$ cat src/rtl/stt_pkg.sv
package stt_pkg;

   // Token kinds as they appear on the result channel.
   localparam logic [4:0] KIND_ILLEGAL = 5'd0;
   localparam logic [4:0] KIND_EOF     = 5'd1;
   localparam logic [4:0] KIND_IDENT   = 5'd2;
   localparam logic [4:0] KIND_INT     = 5'd3;
   localparam logic [4:0] KIND_ASSIGN  = 5'd4;
   localparam logic [4:0] KIND_PLUS    = 5'd5;
   localparam logic [4:0] KIND_MINUS   = 5'd6;
   localparam logic [4:0] KIND_STAR    = 5'd7;
   localparam logic [4:0] KIND_SLASH   = 5'd8;
   localparam logic [4:0] KIND_BANG    = 5'd9;
   localparam logic [4:0] KIND_LT      = 5'd10;
   localparam logic [4:0] KIND_GT      = 5'd11;
   localparam logic [4:0] KIND_COMMA   = 5'd12;
   localparam logic [4:0] KIND_SEMI    = 5'd13;
   localparam logic [4:0] KIND_LPAREN  = 5'd14;
   localparam logic [4:0] KIND_RPAREN  = 5'd15;
   localparam logic [4:0] KIND_LBRACE  = 5'd16;
   localparam logic [4:0] KIND_RBRACE  = 5'd17;
   localparam logic [4:0] KIND_LET     = 5'd18;
   localparam logic [4:0] KIND_FN      = 5'd19;

   // Scanner mode: what kind of token is pending.
   typedef enum logic [1:0] {
      MODE_IDLE  = 2'd0,
      MODE_IDENT = 2'd1,
      MODE_INT   = 2'd2
   } mode_type;

   // How much of a keyword the pending identifier has spelled so far.
   typedef enum logic [2:0] {
      KP_NONE = 3'd0,
      KP_L    = 3'd1,
      KP_LE   = 3'd2,
      KP_LET  = 3'd3,
      KP_F    = 3'd4,
      KP_FN   = 3'd5
   } kp_type;

   // One result item.
   typedef struct packed {
      logic [4:0]  token_kind;
      logic [15:0] start_offset;
      logic [15:0] token_length;
      logic [7:0]  char_value;
      logic        last_of_run;
   } result_item_type;

   localparam int unsigned MAX_RESULTS = 3;

   function automatic logic is_alpha(input logic [7:0] c);
      return (c >= 8'h61 && c <= 8'h7a) || (c >= 8'h41 && c <= 8'h5a) || c == 8'h5f;
   endfunction

   function automatic logic is_digit(input logic [7:0] c);
      return c >= 8'h30 && c <= 8'h39;
   endfunction

   function automatic logic is_blank(input logic [7:0] c);
      return c == 8'h20 || c == 8'h09 || c == 8'h0d || c == 8'h0a;
   endfunction

   // Kind of a single-character token; anything unlisted is illegal.
   function automatic logic [4:0] op_kind(input logic [7:0] c);
      logic [4:0] k;
      case (c)
         8'h3d: k = KIND_ASSIGN;
         8'h2b: k = KIND_PLUS;
         8'h2d: k = KIND_MINUS;
         8'h2a: k = KIND_STAR;
         8'h2f: k = KIND_SLASH;
         8'h21: k = KIND_BANG;
         8'h3c: k = KIND_LT;
         8'h3e: k = KIND_GT;
         8'h2c: k = KIND_COMMA;
         8'h3b: k = KIND_SEMI;
         8'h28: k = KIND_LPAREN;
         8'h29: k = KIND_RPAREN;
         8'h7b: k = KIND_LBRACE;
         8'h7d: k = KIND_RBRACE;
         default: k = KIND_ILLEGAL;
      endcase
      return k;
   endfunction

   // Keyword tracking for a letter that continues an identifier.
   function automatic kp_type kp_advance(input kp_type kp, input logic [7:0] c);
      kp_type r;
      if (kp == KP_L && c == 8'h65) begin
         r = KP_LE;
      end else if (kp == KP_LE && c == 8'h74) begin
         r = KP_LET;
      end else if (kp == KP_F && c == 8'h6e) begin
         r = KP_FN;
      end else begin
         r = KP_NONE;
      end
      return r;
   endfunction

   // Keyword tracking for the first letter of an identifier.
   function automatic kp_type kp_first(input logic [7:0] c);
      kp_type r;
      if (c == 8'h6c) begin
         r = KP_L;
      end else if (c == 8'h66) begin
         r = KP_F;
      end else begin
         r = KP_NONE;
      end
      return r;
   endfunction

   // Kind of the pending token when it is flushed.
   function automatic logic [4:0] flush_kind(input mode_type m, input kp_type kp);
      logic [4:0] k;
      if (m == MODE_INT) begin
         k = KIND_INT;
      end else if (kp == KP_LET) begin
         k = KIND_LET;
      end else if (kp == KP_FN) begin
         k = KIND_FN;
      end else begin
         k = KIND_IDENT;
      end
      return k;
   endfunction

endpackage

$ cat src/rtl/stt_req_if.sv
interface stt_req_if;
   logic       valid;
   logic       ready;
   logic [7:0] in_byte;
   logic       end_of_text;

   modport source (output valid, output in_byte, output end_of_text, input ready);
   modport sink (input valid, input in_byte, input end_of_text, output ready);
endinterface

$ cat src/rtl/stt_rsp_if.sv
interface stt_rsp_if;
   logic        valid;
   logic        ready;
   logic [4:0]  token_kind;
   logic [15:0] start_offset;
   logic [15:0] token_length;
   logic [7:0]  char_value;
   logic        last_of_run;

   modport source (output valid, output token_kind, output start_offset,
                   output token_length, output char_value, output last_of_run,
                   input ready);
   modport sink (input valid, input token_kind, input start_offset,
                 input token_length, input char_value, input last_of_run,
                 output ready);
endinterface

$ cat src/rtl/source_text_tokenizer_top.sv
// Channel   Direction  Payload                                              Results
// req_bus   in         in_byte, end_of_text                                 one byte per transfer
// rsp_bus   out        token_kind, start_offset, token_length,              0 to 3 per byte
//                      char_value, last_of_run
//
// A byte is scanned in the cycle of its transfer and its results are captured in a result
// group at that edge; they pass through the output register one per cycle while rsp_bus is
// not stalled, and the first one is offered on rsp_bus once it is in the output register.
// Bytes with at most one result stream at one byte per cycle while rsp_bus is not stalled; a
// byte with more results holds the input while the three-entry result group drains into out_ff.
// Reset is synchronous: offset zero, no pending token, no results held, input not ready.
// A stalled output keeps its result; bytes are taken while it waits until one of them has results.
module source_text_tokenizer_top
   import stt_pkg::*;
#(
   parameter int unsigned OFFSET_BITS = 16
) (
   input  logic      clock,
   input  logic      reset,
   stt_req_if.sink   req_bus,
   stt_rsp_if.source rsp_bus
);

   // Scanner state.
   mode_type               mode_ff, mode_in;
   kp_type                 kp_ff, kp_in;
   logic [OFFSET_BITS-1:0] start_ff, start_in;
   logic [OFFSET_BITS-1:0] offset_ff, offset_in;

   // Results of the last scanned byte, drained one per cycle while the output is free or taken.
   result_item_type grp_ff [MAX_RESULTS];
   logic [1:0]      grp_cnt_ff;
   logic [1:0]      grp_idx_ff;

   // Output register.
   logic            out_valid_ff;
   result_item_type out_ff;

   // Scan logic signals.
   result_item_type        res_c [MAX_RESULTS];
   logic [1:0]             res_n;
   logic [OFFSET_BITS-1:0] off_next;
   logic [OFFSET_BITS-1:0] len_flush;
   logic [OFFSET_BITS-1:0] len_last;
   logic [7:0]             b;
   logic                   cont_ident;
   logic                   cont_int;
   logic                   is_nul;

   logic out_load;
   logic req_take;

   // Handshake: move a result into the output register when it is free or being taken.
   assign out_load = (grp_cnt_ff != 2'd0) && (!out_valid_ff || rsp_bus.ready);
   assign req_bus.ready = !reset &&
                          ((grp_cnt_ff == 2'd0) || ((grp_cnt_ff == 2'd1) && out_load));
   assign req_take = req_bus.valid && req_bus.ready;

   assign b          = req_bus.in_byte;
   assign is_nul     = (b == 8'h00);
   assign cont_ident = (mode_ff == MODE_IDENT) && is_alpha(b);
   assign cont_int   = (mode_ff == MODE_INT) && is_digit(b);
   assign off_next   = offset_ff + OFFSET_BITS'(1);
   assign len_flush  = offset_ff - start_ff;

   // Scan one byte: next state and the list of results it causes.
   always_comb begin
      mode_in   = mode_ff;
      kp_in     = kp_ff;
      start_in  = start_ff;
      offset_in = offset_ff;
      res_n     = 2'd0;
      for (int k = 0; k < MAX_RESULTS; k++) begin
         res_c[k] = '0;
      end

      if (cont_ident) begin
         kp_in = kp_advance(kp_ff, b);
      end else if (!cont_int) begin
         // The byte ends any pending token.
         if (mode_ff != MODE_IDLE) begin
            res_c[res_n].token_kind   = flush_kind(mode_ff, kp_ff);
            res_c[res_n].start_offset = 16'(start_ff);
            res_c[res_n].token_length = 16'(len_flush);
            res_n   = res_n + 2'd1;
            mode_in = MODE_IDLE;
            kp_in   = KP_NONE;
         end
         if (is_nul) begin
            res_c[res_n].token_kind   = KIND_EOF;
            res_c[res_n].start_offset = 16'(offset_ff);
            res_n = res_n + 2'd1;
         end else if (is_blank(b)) begin
            mode_in = MODE_IDLE;
         end else if (is_alpha(b)) begin
            mode_in  = MODE_IDENT;
            start_in = offset_ff;
            kp_in    = kp_first(b);
         end else if (is_digit(b)) begin
            mode_in  = MODE_INT;
            start_in = offset_ff;
            kp_in    = KP_NONE;
         end else begin
            res_c[res_n].token_kind   = op_kind(b);
            res_c[res_n].start_offset = 16'(offset_ff);
            res_c[res_n].token_length = 16'd1;
            res_c[res_n].char_value   = b;
            res_n = res_n + 2'd1;
         end
      end

      // The end flag flushes what is pending, including this byte.
      len_last = off_next - start_in;
      if (!is_nul) begin
         offset_in = off_next;
         if (req_bus.end_of_text) begin
            if (mode_in != MODE_IDLE) begin
               res_c[res_n].token_kind   = flush_kind(mode_in, kp_in);
               res_c[res_n].start_offset = 16'(start_in);
               res_c[res_n].token_length = 16'(len_last);
               res_n = res_n + 2'd1;
            end
            res_c[res_n].token_kind   = KIND_EOF;
            res_c[res_n].start_offset = 16'(off_next);
            res_n = res_n + 2'd1;
         end
      end

      // End of file returns the scanner to its reset state.
      if (is_nul || req_bus.end_of_text) begin
         mode_in   = MODE_IDLE;
         kp_in     = KP_NONE;
         start_in  = '0;
         offset_in = '0;
      end

      if (res_n != 2'd0) begin
         res_c[2'(res_n - 2'd1)].last_of_run = 1'b1;
      end
   end

   // Scanner state registers.
   always_ff @(posedge clock) begin
      if (reset) begin
         mode_ff   <= MODE_IDLE;
         kp_ff     <= KP_NONE;
         start_ff  <= '0;
         offset_ff <= '0;
      end else if (req_take) begin
         mode_ff   <= mode_in;
         kp_ff     <= kp_in;
         start_ff  <= start_in;
         offset_ff <= offset_in;
      end
   end

   // Result group: filled on a byte transfer, drained into the output register.
   always_ff @(posedge clock) begin
      if (reset) begin
         grp_cnt_ff <= 2'd0;
         grp_idx_ff <= 2'd0;
      end else if (req_take) begin
         grp_cnt_ff <= res_n;
         grp_idx_ff <= 2'd0;
      end else if (out_load) begin
         grp_cnt_ff <= grp_cnt_ff - 2'd1;
         grp_idx_ff <= grp_idx_ff + 2'd1;
      end
   end

   always_ff @(posedge clock) begin
      if (req_take) begin
         for (int k = 0; k < MAX_RESULTS; k++) begin
            grp_ff[k] <= res_c[k];
         end
      end
   end

   // Output register.
   always_ff @(posedge clock) begin
      if (reset) begin
         out_valid_ff <= 1'b0;
      end else if (out_load) begin
         out_valid_ff <= 1'b1;
      end else if (rsp_bus.ready) begin
         out_valid_ff <= 1'b0;
      end
   end

   always_ff @(posedge clock) begin
      if (out_load) begin
         out_ff <= grp_ff[grp_idx_ff];
      end
   end

   assign rsp_bus.valid        = out_valid_ff;
   assign rsp_bus.token_kind   = out_ff.token_kind;
   assign rsp_bus.start_offset = out_ff.start_offset;
   assign rsp_bus.token_length = out_ff.token_length;
   assign rsp_bus.char_value   = out_ff.char_value;
   assign rsp_bus.last_of_run  = out_ff.last_of_run;

endmodule
$ cat src/flat_wrapper.sv
// flat-port wrapper written by rule: the top's interface ports become plain ports
module source_text_tokenizer_top_flat import stt_pkg::*;
#(
   parameter int unsigned OFFSET_BITS = 16
)
  (clock, reset, req_bus_valid, req_bus_in_byte, req_bus_end_of_text, req_bus_ready, rsp_bus_valid, rsp_bus_token_kind, rsp_bus_start_offset, rsp_bus_token_length, rsp_bus_char_value, rsp_bus_last_of_run, rsp_bus_ready);
  stt_req_if req_bus_i ();
  stt_rsp_if rsp_bus_i ();
  input  logic clock;
  input  logic reset;
  input wire logic [$bits(req_bus_i.valid)-1:0] req_bus_valid;
  input wire logic [$bits(req_bus_i.in_byte)-1:0] req_bus_in_byte;
  input wire logic [$bits(req_bus_i.end_of_text)-1:0] req_bus_end_of_text;
  output wire logic [$bits(req_bus_i.ready)-1:0] req_bus_ready;
  output wire logic [$bits(rsp_bus_i.valid)-1:0] rsp_bus_valid;
  output wire logic [$bits(rsp_bus_i.token_kind)-1:0] rsp_bus_token_kind;
  output wire logic [$bits(rsp_bus_i.start_offset)-1:0] rsp_bus_start_offset;
  output wire logic [$bits(rsp_bus_i.token_length)-1:0] rsp_bus_token_length;
  output wire logic [$bits(rsp_bus_i.char_value)-1:0] rsp_bus_char_value;
  output wire logic [$bits(rsp_bus_i.last_of_run)-1:0] rsp_bus_last_of_run;
  input wire logic [$bits(rsp_bus_i.ready)-1:0] rsp_bus_ready;
  assign req_bus_i.valid = req_bus_valid;
  assign req_bus_i.in_byte = req_bus_in_byte;
  assign req_bus_i.end_of_text = req_bus_end_of_text;
  assign req_bus_ready = req_bus_i.ready;
  assign rsp_bus_valid = rsp_bus_i.valid;
  assign rsp_bus_token_kind = rsp_bus_i.token_kind;
  assign rsp_bus_start_offset = rsp_bus_i.start_offset;
  assign rsp_bus_token_length = rsp_bus_i.token_length;
  assign rsp_bus_char_value = rsp_bus_i.char_value;
  assign rsp_bus_last_of_run = rsp_bus_i.last_of_run;
  assign rsp_bus_i.ready = rsp_bus_ready;
  source_text_tokenizer_top #(.OFFSET_BITS(OFFSET_BITS)) u_core (.clock(clock), .reset(reset), .req_bus(req_bus_i), .rsp_bus(rsp_bus_i));
endmodule
$ cat config.mk
export PLATFORM = sky130hd
export DESIGN_NAME = source_text_tokenizer_top_flat
export DESIGN_NICKNAME = d
export VERILOG_FILES = /design/src/rtl/stt_pkg.sv /design/src/rtl/stt_req_if.sv /design/src/rtl/stt_rsp_if.sv /design/src/rtl/source_text_tokenizer_top.sv /design/src/flat_wrapper.sv
export SDC_FILE = /design/constraint.sdc
export NUM_CORES = 1
export LEC_CHECK = 0
export BUFFER_PORTS_ARGS = -buffer_cell sky130_fd_sc_hd__buf_2
export CORE_MARGIN = 1
export CORE_UTILIZATION = 41
export CTS_BUF_LIST = sky130_fd_sc_hd__clkbuf_8
export CTS_CLUSTER_SIZE = 16
export DETAILED_ROUTE_END_ITERATION = 8
export SKIP_LAST_GASP = 1
export SYNTH_ARGS = -nofsm -noshare
export SYNTH_HDL_FRONTEND = slang
export SYNTH_SLANG_ARGS = --single-unit
$ cat constraint.sdc
create_clock -name clock -period 6.24 [get_ports clock]
set_input_delay 1.248 -clock clock [delete_from_list [all_inputs] [get_ports clock]]
set_output_delay 1.248 -clock clock [all_outputs]
set_load 0.05 [all_outputs]
Word-level counts from Yosys, hierarchy flattened

Memories as Yosys holds them, arrays and structs flattened. A register that Yosys moved wholly into a read port is not among the register bits.
Index checks and enable logic that the tools add are counted.

Register bits after elaboration: 42
RAM bits: 138
Output and inout port bits: 48
Logic and storage cells: 220
Memories kept: 1

Memories:

| memory        | depth | width | rd ports | clocked after memory_dff | write ports | RTL line                        | source |
|---|---|---|---|---|---|---|---|
| u_core.grp_ff | 3     | 46    | 1        | 1                        | 3           | source_text_tokenizer_top.sv:31 | `result_item_type grp_ff [MAX_RESULTS];` |

$add $sub $neg: 9
Magnitude comparators: 14
Equal/unequal tests: 36
Muxes and demuxes: 113
Bitwise logic cells: 4
Reduce and logical (&&, ||, !) cells: 36

Operator list:

| operator                | count |
|---|---|
| $bwmux W138             | 12 |
| $mux W138               | 12 |
| $demux W46 S2           | 10 |
| $mux W16                | 9 |
| $mux W46                | 3 |
| $mux W41                | 3 |
| $mux W37                | 3 |
| $eq A8 B6 Y1 const B    | 13 |
| $mux W5                 | 15 |
| $pmux W5 S14            | 1 |
| $eq A8 B7 Y1 const B    | 8 |
| $mux W25                | 2 |
| $mux W2                 | 23 |
| $mux W3                 | 13 |
| $sub A16 B16 Y16        | 2 |
| $eq A8 B4 Y1 const B    | 3 |
| $add A16 B1 Y16 const B | 1 |
| $ge A8 B7 Y1 const B    | 2 |
| $le A8 B7 Y1 const B    | 2 |
| $logic_and A1 B1 Y1     | 16 |
| $ge A3 B3 Y1 const B    | 4 |
| $lt A3 B1 Y1 const B    | 4 |
| $not A2 Y3              | 4 |
| $reduce_bool A2 Y1      | 6 |
| 18 further kinds        | 41 |

Longest topological paths before layout

Depth after elaboration: 33
Depth in mapped cells: 21

Worst setup path after synthesis

OpenSTA, ideal clock, no wires.

Path type: in2reg
From: in rsp_bus_ready
To: reg u_core.offset_ff[11]
Setup time: 0.074 ns
Data arrival time: 6.213 ns
Data required time: 6.166 ns
Setup slack: -0.047 ns
Stages on the path: 9
Path through: nand2b_1 > a21oi_1 > nor2_1 > nand2_1 > clkinv_1 > nor2_1 > clkbuf_1 > o21ai_0 > o21ai_0

Longest elaborated chain between the ends: 7

Ends and longest elaborated chain:

| what                               | RTL line                         | source |
|---|---|---|
| start: declaration                 | flat_wrapper.sv:21               | `input wire logic [$bits(rsp_bus_i.ready)-1:0] rsp_bus_ready;` |
| $logic_or A1 B1 Y1                 | source_text_tokenizer_top.sv:54  | `assign out_load = (grp_cnt_ff != 2'd0) && (!out_valid_ff \|\| rsp_bus.ready);` |
| $logic_and A1 B1 Y1                | source_text_tokenizer_top.sv:54  |  |
| $logic_and A1 B1 Y1                | source_text_tokenizer_top.sv:56  | `((grp_cnt_ff == 2'd0) \|\| ((grp_cnt_ff == 2'd1) && out_load));` |
| $logic_or A1 B1 Y1                 | source_text_tokenizer_top.sv:56  |  |
| $logic_and A1 B1 Y1                | source_text_tokenizer_top.sv:55  | `assign req_bus.ready = !reset &&` |
| via req_bus_ready                  | flat_wrapper.sv:14               | `output wire logic [$bits(req_bus_i.ready)-1:0] req_bus_ready;` |
| $logic_and A1 B1 Y1                | source_text_tokenizer_top.sv:57  | `assign req_take = req_bus.valid && req_bus.ready;` |
| via u_core.req_take                | source_text_tokenizer_top.sv:51  | `logic req_take;` |
| $reduce_and A2 Y1 (no source line) | -                                |  |
| end signal: assignment             | source_text_tokenizer_top.sv:153 | `offset_ff <= offset_in;` |
| end: declaration                   | source_text_tokenizer_top.sv:28  | `logic [OFFSET_BITS-1:0] offset_ff, offset_in;` |

The timed path passes the listed nets, and every way through them passes these cells.
A chain may end at the register's enable or synchronous reset.

==> results.py <==
metrics = {
    "outcome": {
        "outcome": "finished, final reports clean",
    },
    "clocking": {
        "clock-root-buffer": "clkbuf_8",
        "clkLatencyLatePin_ns": 0.55,
        "clockBufferDepth": 3,
        "path_clk_slew_ns": 0.06,
        "cts_sinks": 216,
        "ctsResizeCount": 0,
        "htreeDepth": 2,
        "ctsHoldBuffers": 0,
        "cts_setup_buffers": 0,
        "cts_tree": "built",
        "numCtsBuffers": 37,
    },
    "sta": {
        "rsz0062_at_grt": "no",
        "fmax_mhz": 191.1,
        "fin_crit_sh_pct": 83.87,
        "slew-limit-headroom_pct": 17.51,
        "tightest_slew_ns": 1.233,
        "fin_skew_ns": 0.03149,
        "finalHoldViolCount": 0,
        "final_max_slew_viol_count": 0,
        "fin_crit_ns": 5.233,
        "whs_ns": 0.4576,
        "fin_setup_tns_ns": 0,
        "setup_viol": 0,
    },
    "final_layout": {
        "fillCellCount": 2642,
        "areaGrowthSynthToFinish_pct": 12.21,
        "multi_input_comb_area_sq_mm": 0.005343,
        "fin_area_sq_mm": 0.01327,
        "layout_commonest_cell": "edfxtp_1",
        "antenna_cells": 0,
        "regArea_sq_mm": 0.006068,
        "fin_nets": 1291,
        "mostFrequentLayoutCells": "edfxtp_1, o21ai_0, nand2_1",
        "drive_above_1_share_pct": 12.41,
    },
    "worst_setup_path": {
        "critPathArrivalTime_ns": 5.50,
        "crit_fanout": 17,
        "crit_required_ns": 6.51,
        "start_kind": "primary input",
        "worst-setup-path-type": "in2reg",
        "cp-end-kind": "flip-flop",
    },
    "pwr": {
        "p_leak_nw": 4.771,
        "ir_drop_uv": 161.2,
        "p_per_area_mw_per_mm2": 359.9,
    },
    "logic_synthesis": {
        "avgSynthCellArea_sq_um": 9.939,
        "ys_ff_latch": 216,
        "synth_ff_type": "edfxtp_1",
        "synth_cells": 1190,
        "ys_seq_area_share_pct": 51.29,
        "yosys_warnings": 0,
        "ys_types": 75,
        "syn_nets": 1240,
        "synth_async_sr_flop_share_pct": 0,
        "synth_xor_area_share_pct": 4.369,
        "synth-edff-count": 174,
        "yosys.area_share.simple_pct": 15.20,
        "synth_adder_area_share_pct": 4.295,
        "synth-compound-area-share_pct": 16.79,
        "synth_mux_area_share_pct": 4.242,
        "synth_top_family_by_area": "compound AO/OA/AOI/OAI gates",
        "synthesis.area_sq_mm": 0.01183,
    },
    "grt": {
        "grt_usage_pct": 22.17,
        "grt_max_degree": 70,
        "antenna_found_initial": 0,
        "grt_pass1_vias": 8459,
        "grt_overflow": 0,
        "grt_first_pass_wirelength_microns": 49620,
    },
    "floorplanning": {
        "io_pins": 61,
        "die_h_microns": 171.8,
        "dieArea_sq_mm": 0.02953,
        "coreArea_sq_mm": 0.02809,
        "num_rows": 61,
        "start_util_pct": 42.11,
        "fp.dieW_microns": 171.8,
    },
    "placed_design": {
        "dpl-instance-area_sq_mm": 0.01255,
        "port_buffers": 60,
        "dp_hpwl_microns": 22070,
        "place_congestion": 0.9229,
    },
    "detailed_routing": {
        "drc": 0,
        "drtIter0Drc": 1063,
        "dr.pass1.iters": 5,
        "wl_microns": 31930,
        "post_drt_wl_per_cell_microns": 19.43,
        "num_vias": 9222,
        "ant_nets": 0,
        "routed_via_density": 5.613,
    },
    "hold_path": {
        "worstHoldPathType": "reg2reg",
    },
    "flow_run": {
        "maxCapViolCount": 0,
    },
}
==> area by class of cell <==
cell class | count | area share, %
tap | 378 | 3.564
sequential | 216 | 45.72
clock buffer | 39 | 4.044
multi-input combinational | 857 | 40.26
inverter | 41 | 1.178
timing repair buffer | 88 | 3.847
clock inverter | 24 | 1.386
==> metrics by stage <==
step,setup slack (ns),utilization (%),cells,total power [W]
floorplan,0.4856,-,1190,0.003161
global placement,0.5757,44.69,1580,0.003522
detailed placement,0.5335,44.69,1580,0.003533
CTS,1.060,47.25,1643,0.004814
global route,0.7203,47.25,1643,0.005014
finish,1.007,47.25,1643,0.004776
==> worst paths after layout <==
check | cells past startpoint | slack (ns) | to | start
worst max-delay path | 18 | 1.01 | u_core.grp_ff[0][23] | req_bus_in_byte[0]
worst min register to register | 2 | 0.46 | u_core.start_ff[13] | u_core.start_ff[13]
worst min-delay path | 2 | 0.46 | u_core.start_ff[13] | u_core.start_ff[13]
worst max register to register | 15 | 1.47 | u_core.grp_ff[0][24] | u_core.offset_ff[0]
==> report_power, final <==
part | internal [W] | switching [W] | total [W]
logic | 0.000315 | 0.00111 | 0.00142
registers | 0.00196 | 0.000118 | 0.00208
clock network | 0.000704 | 0.000573 | 0.00128
total | 0.00298 | 0.00180 | 0.00478
==> metal layers <==
layer / vias to the layer above / track usage [%] / wire (microns)
met3: 50 / 4.763 / 2800
met1: 4366 / 33.74 / 15390
met5: - / 0 / 0
met2: 362 / 31.09 / 13090
li1: 4444 / - / -
met4: 0 / 6.387 / 646
==> cell usage after synthesis (29+ instances only) <==
cell | count | area [sq um]
clkbuf_1 | 67 | 251.5
o21ai_0 | 130 | 650.6
xnor2_1 | 30 | 262.8
ha_1 | 35 | 437.9
nand3_1 | 29 | 145.1
inv_1 | 40 | 150.1
nor2_1 | 123 | 461.7
xor2_1 | 29 | 254.0
dfxtp_1 | 42 | 840.8
nand2_1 | 129 | 484.2
edfxtp_1 | 174 | 5225
a21oi_1 | 57 | 285.3
mux2i_1 | 49 | 490.5
==> cells by family (layout without fill, tap and decap cells) <==
kind of cell	after synthesis	count (layout)
and+or+nand+nor	390	390
AOI/OAI and AO/OA	318	318
DFF	216	216
buffers and inverters	117	192
xor gates and xnor gates	59	59
muxes	50	50
adders and majority gates	40	40
==> flip-flops by register name, indices dropped and copies added (netlist names) <==
name	count
u_core.grp_cnt_ff	2
u_core.grp_ff	128
u_core.grp_idx_ff	2
u_core.kp_ff	3
u_core.mode_ff	2
u_core.offset_ff	16
u_core.rsp_bus.char_value	8
u_core.rsp_bus.last_of_run	1
u_core.rsp_bus.start_offset	16
u_core.rsp_bus.token_kind	5
u_core.rsp_bus.token_length	16
u_core.rsp_bus.valid	1
u_core.start_ff	16
==> worst max-delay path, cell delays in order <==
cell and delay [ns]:
buf_2 0.18, or4_4 0.59, o211ai_2 0.19, o21ai_2 0.19
nor2_4 0.31, mux2i_1 0.41, inv_1 0.09, ha_1 0.19
inv_1 0.09, fa_1 0.26, nand4b_1 0.15, o41ai_2 0.10
o41ai_4 0.46, maj3_1 0.32, a41oi_2 0.17, a21boi_1 0.20
xnor2_1 0.19, o22ai_1 0.14
(Power assumes the default switching activity.)
